--- src/slw_pkg.sv ---
// ----------------------------------------------------------------------------
// slw_pkg: shared types and constants for the slope limiter window
// Holds the limiter mode encoding and the window fill constants.
// ----------------------------------------------------------------------------
`default_nettype none

package slw_pkg;

   // Limiter selection written through the configuration port.
   typedef enum logic [1:0] {
      MODE_ZERO    = 2'd0,
      MODE_CENTRED = 2'd1,
      MODE_MINMOD  = 2'd2,
      MODE_MC      = 2'd3
   } limiter_mode_type;

   // Number of cells held in the window, 0 to 2.
   typedef logic [1:0] fill_count_type;

   localparam limiter_mode_type MODE_RESET = MODE_MINMOD;
   localparam fill_count_type   FILL_EMPTY = 2'd0;
   localparam fill_count_type   FILL_FULL  = 2'd2;

endpackage

`default_nettype wire

--- src/slw_limiter.sv ---
// ----------------------------------------------------------------------------
// slw_limiter: limited slope of the centre cell of a three-cell window
// Forms the saturated backward, forward and centred differences and applies
// the selected limiter (zero, centred, minmod or monotonized central).
// ----------------------------------------------------------------------------
`default_nettype none

module slw_limiter
   import slw_pkg::*;
#(
   parameter int DATA_WIDTH = 32
) (
   input  wire logic signed [DATA_WIDTH-1:0] left_value,
   input  wire logic signed [DATA_WIDTH-1:0] centre_value,
   input  wire logic signed [DATA_WIDTH-1:0] right_value,
   input  wire limiter_mode_type             limiter_mode,
   output logic signed [DATA_WIDTH-1:0]      slope
);

   localparam logic [DATA_WIDTH-1:0] MAX_POS = {1'b0, {(DATA_WIDTH-1){1'b1}}};
   localparam logic [DATA_WIDTH-1:0] MIN_NEG = {1'b1, {(DATA_WIDTH-1){1'b0}}};
   localparam logic [DATA_WIDTH-1:0] ONE     = {{(DATA_WIDTH-1){1'b0}}, 1'b1};
   localparam logic [DATA_WIDTH-1:0] ZERO    = '0;

   // Exact difference a - b, saturated to the data width.
   function automatic logic [DATA_WIDTH-1:0] sat_sub(
      input logic [DATA_WIDTH-1:0] a,
      input logic [DATA_WIDTH-1:0] b
   );
      logic [DATA_WIDTH:0] d;
      d = {a[DATA_WIDTH-1], a} - {b[DATA_WIDTH-1], b};
      if (d[DATA_WIDTH] != d[DATA_WIDTH-1]) begin
         sat_sub = d[DATA_WIDTH] ? MIN_NEG : MAX_POS;
      end else begin
         sat_sub = d[DATA_WIDTH-1:0];
      end
   endfunction

   // Two's complement negation in the data width.
   function automatic logic [DATA_WIDTH-1:0] negate(input logic [DATA_WIDTH-1:0] v);
      negate = ~v + ONE;
   endfunction

   // Magnitude; the most negative value maps to 2^(W-1) as an unsigned word.
   function automatic logic [DATA_WIDTH-1:0] magnitude(input logic [DATA_WIDTH-1:0] v);
      magnitude = v[DATA_WIDTH-1] ? negate(v) : v;
   endfunction

   // Twice the magnitude in W bits; a magnitude with its top bit set gives 2^(W-1).
   function automatic logic [DATA_WIDTH-1:0] double_cap(input logic [DATA_WIDTH-1:0] m);
      double_cap = m[DATA_WIDTH-1] ? MIN_NEG : {m[DATA_WIDTH-2:0], 1'b0};
   endfunction

   logic [DATA_WIDTH-1:0] back_diff;
   logic [DATA_WIDTH-1:0] fwd_diff;
   logic [DATA_WIDTH-1:0] cent_diff;
   logic [DATA_WIDTH-1:0] back_mag;
   logic [DATA_WIDTH-1:0] fwd_mag;
   logic [DATA_WIDTH-1:0] cent_mag;
   logic [DATA_WIDTH-1:0] half_cent_mag;
   logic [DATA_WIDTH-1:0] back_dbl;
   logic [DATA_WIDTH-1:0] fwd_dbl;
   logic [DATA_WIDTH-1:0] mc_mag;
   logic                  same_sign;

   // Saturated differences across the window and their magnitudes.
   always_comb begin
      back_diff     = sat_sub(centre_value, left_value);
      fwd_diff      = sat_sub(right_value, centre_value);
      cent_diff     = sat_sub(right_value, left_value);
      back_mag      = magnitude(back_diff);
      fwd_mag       = magnitude(fwd_diff);
      cent_mag      = magnitude(cent_diff);
      half_cent_mag = {1'b0, cent_mag[DATA_WIDTH-1:1]};
      back_dbl      = double_cap(back_mag);
      fwd_dbl       = double_cap(fwd_mag);
      same_sign     = (back_diff != ZERO) && (fwd_diff != ZERO) &&
                      (back_diff[DATA_WIDTH-1] == fwd_diff[DATA_WIDTH-1]);
   end

   // Smallest of the three MC candidates; it never exceeds 2^(W-2).
   always_comb begin
      mc_mag = half_cent_mag;
      if (fwd_dbl < mc_mag) begin
         mc_mag = fwd_dbl;
      end
      if (back_dbl < mc_mag) begin
         mc_mag = back_dbl;
      end
   end

   // Limiter selection.
   always_comb begin
      unique case (limiter_mode)
         MODE_ZERO: begin
            slope = '0;
         end
         MODE_CENTRED: begin
            slope = $signed(cent_diff) >>> 1;
         end
         MODE_MINMOD: begin
            if (!same_sign || (back_mag == fwd_mag)) begin
               slope = '0;
            end else if (back_mag < fwd_mag) begin
               slope = $signed(back_diff);
            end else begin
               slope = $signed(fwd_diff);
            end
         end
         MODE_MC: begin
            if (!same_sign) begin
               slope = '0;
            end else if (cent_diff[DATA_WIDTH-1]) begin
               slope = $signed(negate(mc_mag));
            end else begin
               slope = $signed(mc_mag);
            end
         end
         default: begin
            slope = '0;
         end
      endcase
   end

endmodule

`default_nettype wire

--- src/slope_limiter_window.sv ---
// Path: the item that completes a window is taken into the input register, then
// the limiter logic feeds the result register, from which the result leaves.
// Throughput: one item per cycle; the input register and result register form
// a two-deep pipeline that stalls only when the result side holds back.
// Reset (synchronous, active high) empties the window and the pipeline and
// sets the limiter mode to minmod.
// ----------------------------------------------------------------------------
// slope_limiter_window: streaming TVD slope limiter over three cells
// Keeps the last two samples of a grid line and emits the limited slope of
// the centre cell for every further sample.
// ----------------------------------------------------------------------------
`default_nettype none

module slope_limiter_window
   import slw_pkg::*;
#(
   parameter int DATA_WIDTH = 32
) (
   input  wire logic                                 clock,
   input  wire logic                                 reset,
   // Sample items
   input  wire logic                                 req_tvalid,
   output logic                                      req_tready,
   input  wire logic [((DATA_WIDTH+7)/8)*8-1:0]      req_tdata,  // sample
   input  wire logic [0:0]                           req_tuser,  // line_start
   // Slope items
   output logic                                      rsp_tvalid,
   input  wire logic                                 rsp_tready,
   output logic [((DATA_WIDTH+7)/8)*8-1:0]           rsp_tdata,  // slope
   // Limiter mode register
   input  wire logic                                 csr_valid,
   output logic                                      csr_ready,
   input  wire logic [1:0]                           csr_data
);

   localparam int TDATA_WIDTH = ((DATA_WIDTH + 7) / 8) * 8;

   limiter_mode_type      mode_ff;
   logic [DATA_WIDTH-1:0] left_ff, centre_ff;
   fill_count_type        fill_ff, fill_in, fill_base;

   logic                  s1_valid_ff, s1_valid_in;
   logic                  s1_emit_ff;
   logic [DATA_WIDTH-1:0] s1_left_ff, s1_centre_ff, s1_right_ff;

   logic                  rsp_valid_ff, rsp_valid_in;
   logic [DATA_WIDTH-1:0] rsp_data_ff;

   logic                  advance;
   logic                  req_fire;
   logic                  line_start;
   logic [DATA_WIDTH-1:0] sample;
   logic signed [DATA_WIDTH-1:0] slope;

   assign sample     = req_tdata[DATA_WIDTH-1:0];
   assign line_start = req_tuser[0];

   // Pipeline handshake: the input register moves on when the result register
   // is empty or being taken.
   assign advance    = !rsp_valid_ff || rsp_tready;
   assign req_tready = !s1_valid_ff || advance;
   assign req_fire   = req_tvalid && req_tready;
   assign csr_ready  = 1'b1;

   // Limiter mode register.
   always_ff @(posedge clock) begin
      if (reset) begin
         mode_ff <= MODE_RESET;
      end else if (csr_valid) begin
         mode_ff <= limiter_mode_type'(csr_data);
      end
   end

   // Window fill count; a line start empties the window first.
   always_comb begin
      fill_base = line_start ? FILL_EMPTY : fill_ff;
      fill_in   = (fill_base == FILL_FULL) ? FILL_FULL : fill_base + 2'd1;
   end

   always_ff @(posedge clock) begin
      if (reset) begin
         fill_ff <= FILL_EMPTY;
      end else if (req_fire) begin
         fill_ff <= fill_in;
      end
   end

   // Window shift on every accepted item.
   always_ff @(posedge clock) begin
      if (req_fire) begin
         left_ff   <= centre_ff;
         centre_ff <= sample;
      end
   end

   // Input register: the three cells and whether this item yields a slope.
   always_comb begin
      if (req_fire) begin
         s1_valid_in = 1'b1;
      end else if (advance) begin
         s1_valid_in = 1'b0;
      end else begin
         s1_valid_in = s1_valid_ff;
      end
   end

   always_ff @(posedge clock) begin
      if (reset) begin
         s1_valid_ff <= 1'b0;
      end else begin
         s1_valid_ff <= s1_valid_in;
      end
   end

   always_ff @(posedge clock) begin
      if (req_fire) begin
         s1_emit_ff   <= (fill_base == FILL_FULL);
         s1_left_ff   <= left_ff;
         s1_centre_ff <= centre_ff;
         s1_right_ff  <= sample;
      end
   end

   slw_limiter #(
      .DATA_WIDTH (DATA_WIDTH)
   ) u_limiter (
      .left_value   (s1_left_ff),
      .centre_value (s1_centre_ff),
      .right_value  (s1_right_ff),
      .limiter_mode (mode_ff),
      .slope        (slope)
   );

   // Result register.
   always_comb begin
      if (advance) begin
         rsp_valid_in = s1_valid_ff && s1_emit_ff;
      end else begin
         rsp_valid_in = rsp_valid_ff;
      end
   end

   always_ff @(posedge clock) begin
      if (reset) begin
         rsp_valid_ff <= 1'b0;
      end else begin
         rsp_valid_ff <= rsp_valid_in;
      end
   end

   always_ff @(posedge clock) begin
      if (advance && s1_valid_ff && s1_emit_ff) begin
         rsp_data_ff <= slope;
      end
   end

   assign rsp_tvalid = rsp_valid_ff;
   assign rsp_tdata  = TDATA_WIDTH'(rsp_data_ff);

endmodule

`default_nettype wire

--- config.mk ---
export PLATFORM = sky130hd
export DESIGN_NAME = slope_limiter_window
export DESIGN_NICKNAME = d
export VERILOG_FILES = /design/src/slw_pkg.sv /design/src/slw_limiter.sv /design/src/slope_limiter_window.sv
export SDC_FILE = /design/constraint.sdc
export NUM_CORES = 1
export LEC_CHECK = 0
export ABC_AREA = 1
export BUFFER_PORTS_ARGS = -buffer_cell sky130_fd_sc_hd__buf_2
export CAP_MARGIN = 15
export CELL_PAD_IN_SITES_DETAIL_PLACEMENT = 1
export CELL_PAD_IN_SITES_GLOBAL_PLACEMENT = 1
export CORE_MARGIN = 1
export CORE_UTILIZATION = 46
export DETAILED_ROUTE_END_ITERATION = 12
export GPL_ROUTABILITY_DRIVEN = 0
export PLACE_DENSITY = 0.89
export SLEW_MARGIN = 15
export SYNTH_ARGS = -nofsm -noshare
export SYNTH_HDL_FRONTEND = slang
export SYNTH_SLANG_ARGS = --single-unit
--- constraint.sdc ---
create_clock -name clock -period 12.1 [get_ports clock]
set_input_delay 2.42 -clock clock [delete_from_list [all_inputs] [get_ports clock]]
set_output_delay 2.42 -clock clock [all_outputs]
set_load 0.02 [all_outputs]
==> results.sh <==
export IMPL_status="finished, final reports clean"
export IMPL_ctsRootBufferMaster="clkbuf_16"
export IMPL_final_common_cell="nand2_1"
export IMPL_hp_class="reg -> reg"
export IMPL_reg2reg_depth=67
export IMPL_cp_max_fo=36
export IMPL_power_density_nw_per_um2=263
export IMPL_drv_slew=0
export IMPL_area_delta_synth_final_pct=7.68
export IMPL_max_freq_mhz=90.1
export IMPL_first_pass_iters=5
export IMPL_critPathLaunchType="register"
export IMPL_drc=0
export IMPL_final_area_um2=19700
export IMPL_cp_end_kind="register"
export IMPL_required_ns=12.34
export IMPL_ys_seq_area_share_pct=21.8
export IMPL_fill_cells=5409
export IMPL_vias_per_cell=5.82
export IMPL_drive_gt1_share_pct=8.65
export IMPL_routed_wl_um=69400
export IMPL_min_path_cells=0
export IMPL_num_vias=19900
export IMPL_rows=72
export IMPL_min_period_over_period_pct=91.7
export IMPL_relSlewSlack_pct=31.5
export IMPL_grt_first_pass_wirelength_um=109000
export IMPL_cts_max_level=4
export IMPL_start_util_pct=47.0
export IMPL_finalHoldViolations=0
export IMPL_cts_tree="built"
export IMPL_critPathBufInv=9
export IMPL_diodes=0
export IMPL_multi_input_area_um2=12400
export IMPL_clock_path_buffers=2
export IMPL_fin_crit_ns=11.10
export IMPL_syn_inst=2839
export IMPL_cp_arrival_ns=11.34
export IMPL_io_buffer_count=73
export IMPL_ys_ff_latch=135
export IMPL_clk_pin_slew_ns=0.07
export IMPL_grt_max_degree=72
export IMPL_vdd_ir_drop_worst_mv=0.136
export IMPL_clk_latency_ns=0.49
export IMPL_post_dp_cell_area_um2=19200
export IMPL_power_static_leakage_nw=10.1
export IMPL_worst_pin_slew_ns=1.02
export IMPL_dp_hpwl_um=57500
export IMPL_synth_enable_flop_cells=129
export IMPL_antenna_found_initial=1
export IMPL_crit_family="simple AND/OR/NAND/NOR gates"
export IMPL_layout_common_cells="800 x nand2_1, 413 x inv_1, 246 x nor2_1"
export IMPL_slowest_stage="edfxtp_1"
export IMPL_wl_per_cell_um=20.3
export IMPL_die_h_um=202
export IMPL_cts_made_buffers=17
export IMPL_cp_num_cells=67
export IMPL_synthMuxAreaShare_pct=0
export IMPL_cts_hold_repair_buffers=0
export IMPL_syn_cell_area_um2=18300
export IMPL_regArea_um2=3990
export IMPL_drtIter0Drc=1450
export IMPL_synth_xor_xnor_area_share_pct=5.39
export IMPL_synth_fa_ha_area_share_pct=13.9
export IMPL_ant_nets=0
export IMPL_place_inst=3388
export IMPL_synth_compound_area_share_pct=14.1
export IMPL_synth_top_flop_cell="edfxtp_1"
export IMPL_synthArstFlopShare_pct=0
export IMPL_core_area_um2=39000
export IMPL_post_cts_buffers=0
export IMPL_syn_area_per_cell_um2=6.46
export IMPL_gr_total_overflow=0
export IMPL_tns_ns=0
export IMPL_max_cap_viol_count=0
export IMPL_setup_violations=0
export IMPL_fin_nets=3133
export IMPL_yosys_warnings=0
export IMPL_ys_types=60
export IMPL_worst_path_most_repeated_cell="nand2_1"
export IMPL_first_global_vias=20600
export IMPL_die_w_um=202
export IMPL_critPathKind="reg -> reg"
export IMPL_io_pins=75
export IMPL_skew_ns=0.0161
export IMPL_final_cells=3421
export IMPL_die_area_um2=40700
export IMPL_synth_top_family_by_area="simple AND/OR/NAND/NOR gates"
export IMPL_cts_num_sinks=135
export IMPL_grt_use_total_pct=34.2
export IMPL_critPathMaxStageDelay_ns=0.45
export IMPL_synth_simple_area_share_pct=33.9
export IMPL_rsz0062_at_grt="false"
==> worst register-to-register path: cells and delay by family (launching register included) <==
family,cells,cell delay [ns]
xor gates and xnor gates,2,0.34
DFF,1,0.45
buffers and inverters,9,1.11
adders and majority gates,6,1.79
and+or+nand+nor,38,4.86
AOI/OAI and AO/OA,12,2.35
==> repair_timing <==
item | 4_1_cts | 5_1_grt
resized for setup | 0 | 7
setup endpoints to repair | 0 | 31
endpoints found under the hold margin | 0 | 0
==> synth_stat cells, types with 4 or more instances <==
library cell,number,area [µm²]
nor2_4,4,45.0
nand2_2,26,163
edfxtp_1,129,3870
o211ai_1,26,195
buf_6,6,67.6
a21oi_2,4,35.0
dfxtp_1,6,120
nor2_1,249,935
ha_1,199,2490
and2_1,5,31.3
o21bai_1,12,90.1
a211oi_1,9,67.6
xnor2_1,26,228
nand3_1,201,1010
nand3b_1,15,113
o21ai_0,123,616
buf_2,9,45.0
nor4_1,8,50.1
nand2_1,800,3000
nand3_2,9,90.1
or2_2,24,150
inv_2,20,75.1
clkbuf_1,37,139
o2111ai_1,18,158
nor3_2,4,40.0
nand4_1,40,250
xor2_1,85,744
a31oi_1,13,81.3
buf_1,6,22.5
a21oi_1,180,901
o21ai_2,5,43.8
nor2_2,17,106
o21ai_1,23,115
nor3_1,30,150
inv_1,415,1560
a21o_1,15,113
o31ai_1,6,45.0
==> final cells by class <==
| class | instances | area share [%] |
|---|---|---|
| tap | 518 | 3.28 |
| timing repair inverter | 2 | 0.0760 |
| inverter | 439 | 8.44 |
| timing repair buffer | 93 | 2.63 |
| multi-input combinational | 2203 | 62.8 |
| clock inverter | 13 | 0.412 |
| clock buffer | 18 | 2.17 |
| sequential | 135 | 20.2 |
==> worst paths after layout <==
| check | slack [ns] | from | to |
|---|---|---|---|
| setup / recovery | 1.0 | s1_right_ff[5] | rsp_tdata[24] |
| hold reg to reg | 0.45 | s1_right_ff[0] | s1_centre_ff[0] |
| hold / removal | 0.45 | s1_right_ff[0] | s1_centre_ff[0] |
| setup reg to reg | 1.0 | s1_right_ff[5] | rsp_tdata[24] |
==> report_power, final <==
| group | leakage [nW] | total [mW] | switching, mW | internal, mW |
|---|---|---|---|---|
| Sequential | 1.30 | 0.584 | 0.0190 | 0.565 |
| Combinational | 8.52 | 4.11 | 2.85 | 1.27 |
| Clock | 0.241 | 0.487 | 0.230 | 0.257 |
| Total | 10.1 | 5.19 | 3.10 | 2.09 |
==> sequential cells by signal, summed over array words and instances (netlist names) <==
register,flops
s1_left_ff,32
s1_emit_ff,1
rsp_tvalid,1
s1_valid_ff,1
s1_centre_ff,32
s1_right_ff,32
rsp_tdata,32
mode_ff,2
fill_ff,2
==> through the flow <==
step | setup WS (ns) | util (%) | hold slack, ns | total power [mW]
floorplan | 2.90 | - | 0.426 | 3.45
global placement | 1.38 | 49.2 | 0.446 | 4.30
detailed placement | 0.757 | 49.2 | 0.439 | 4.54
CTS | 0.567 | 50.5 | 0.455 | 5.06
global route | 0.00348 | 50.6 | 0.465 | 5.64
finish | 0.998 | 50.6 | 0.455 | 5.19
==> per-layer routing <==
layer	vias up	global-route usage [%]	wire length, µm
met2	760	58.3	32600
li1	9430	-	-
met5	-	0	13
met1	9549	42.9	29600
met3	186	4.99	4480
met4	2	14.5	2740
==> logic make-up (layout without fill, tap and decap cells) <==
kind of cell / after synthesis / count (layout)
AO/OA/AOI/OAI: 448 / 448
XOR/XNOR: 112 / 112
flip-flops: 135 / 135
adder cells (fa/ha/maj): 202 / 202
buffers and inverters: 502 / 565
other: 1 / 2
AND/OR/NAND/NOR: 1439 / 1439
Note: power is estimated with default switching activity, not from simulation.
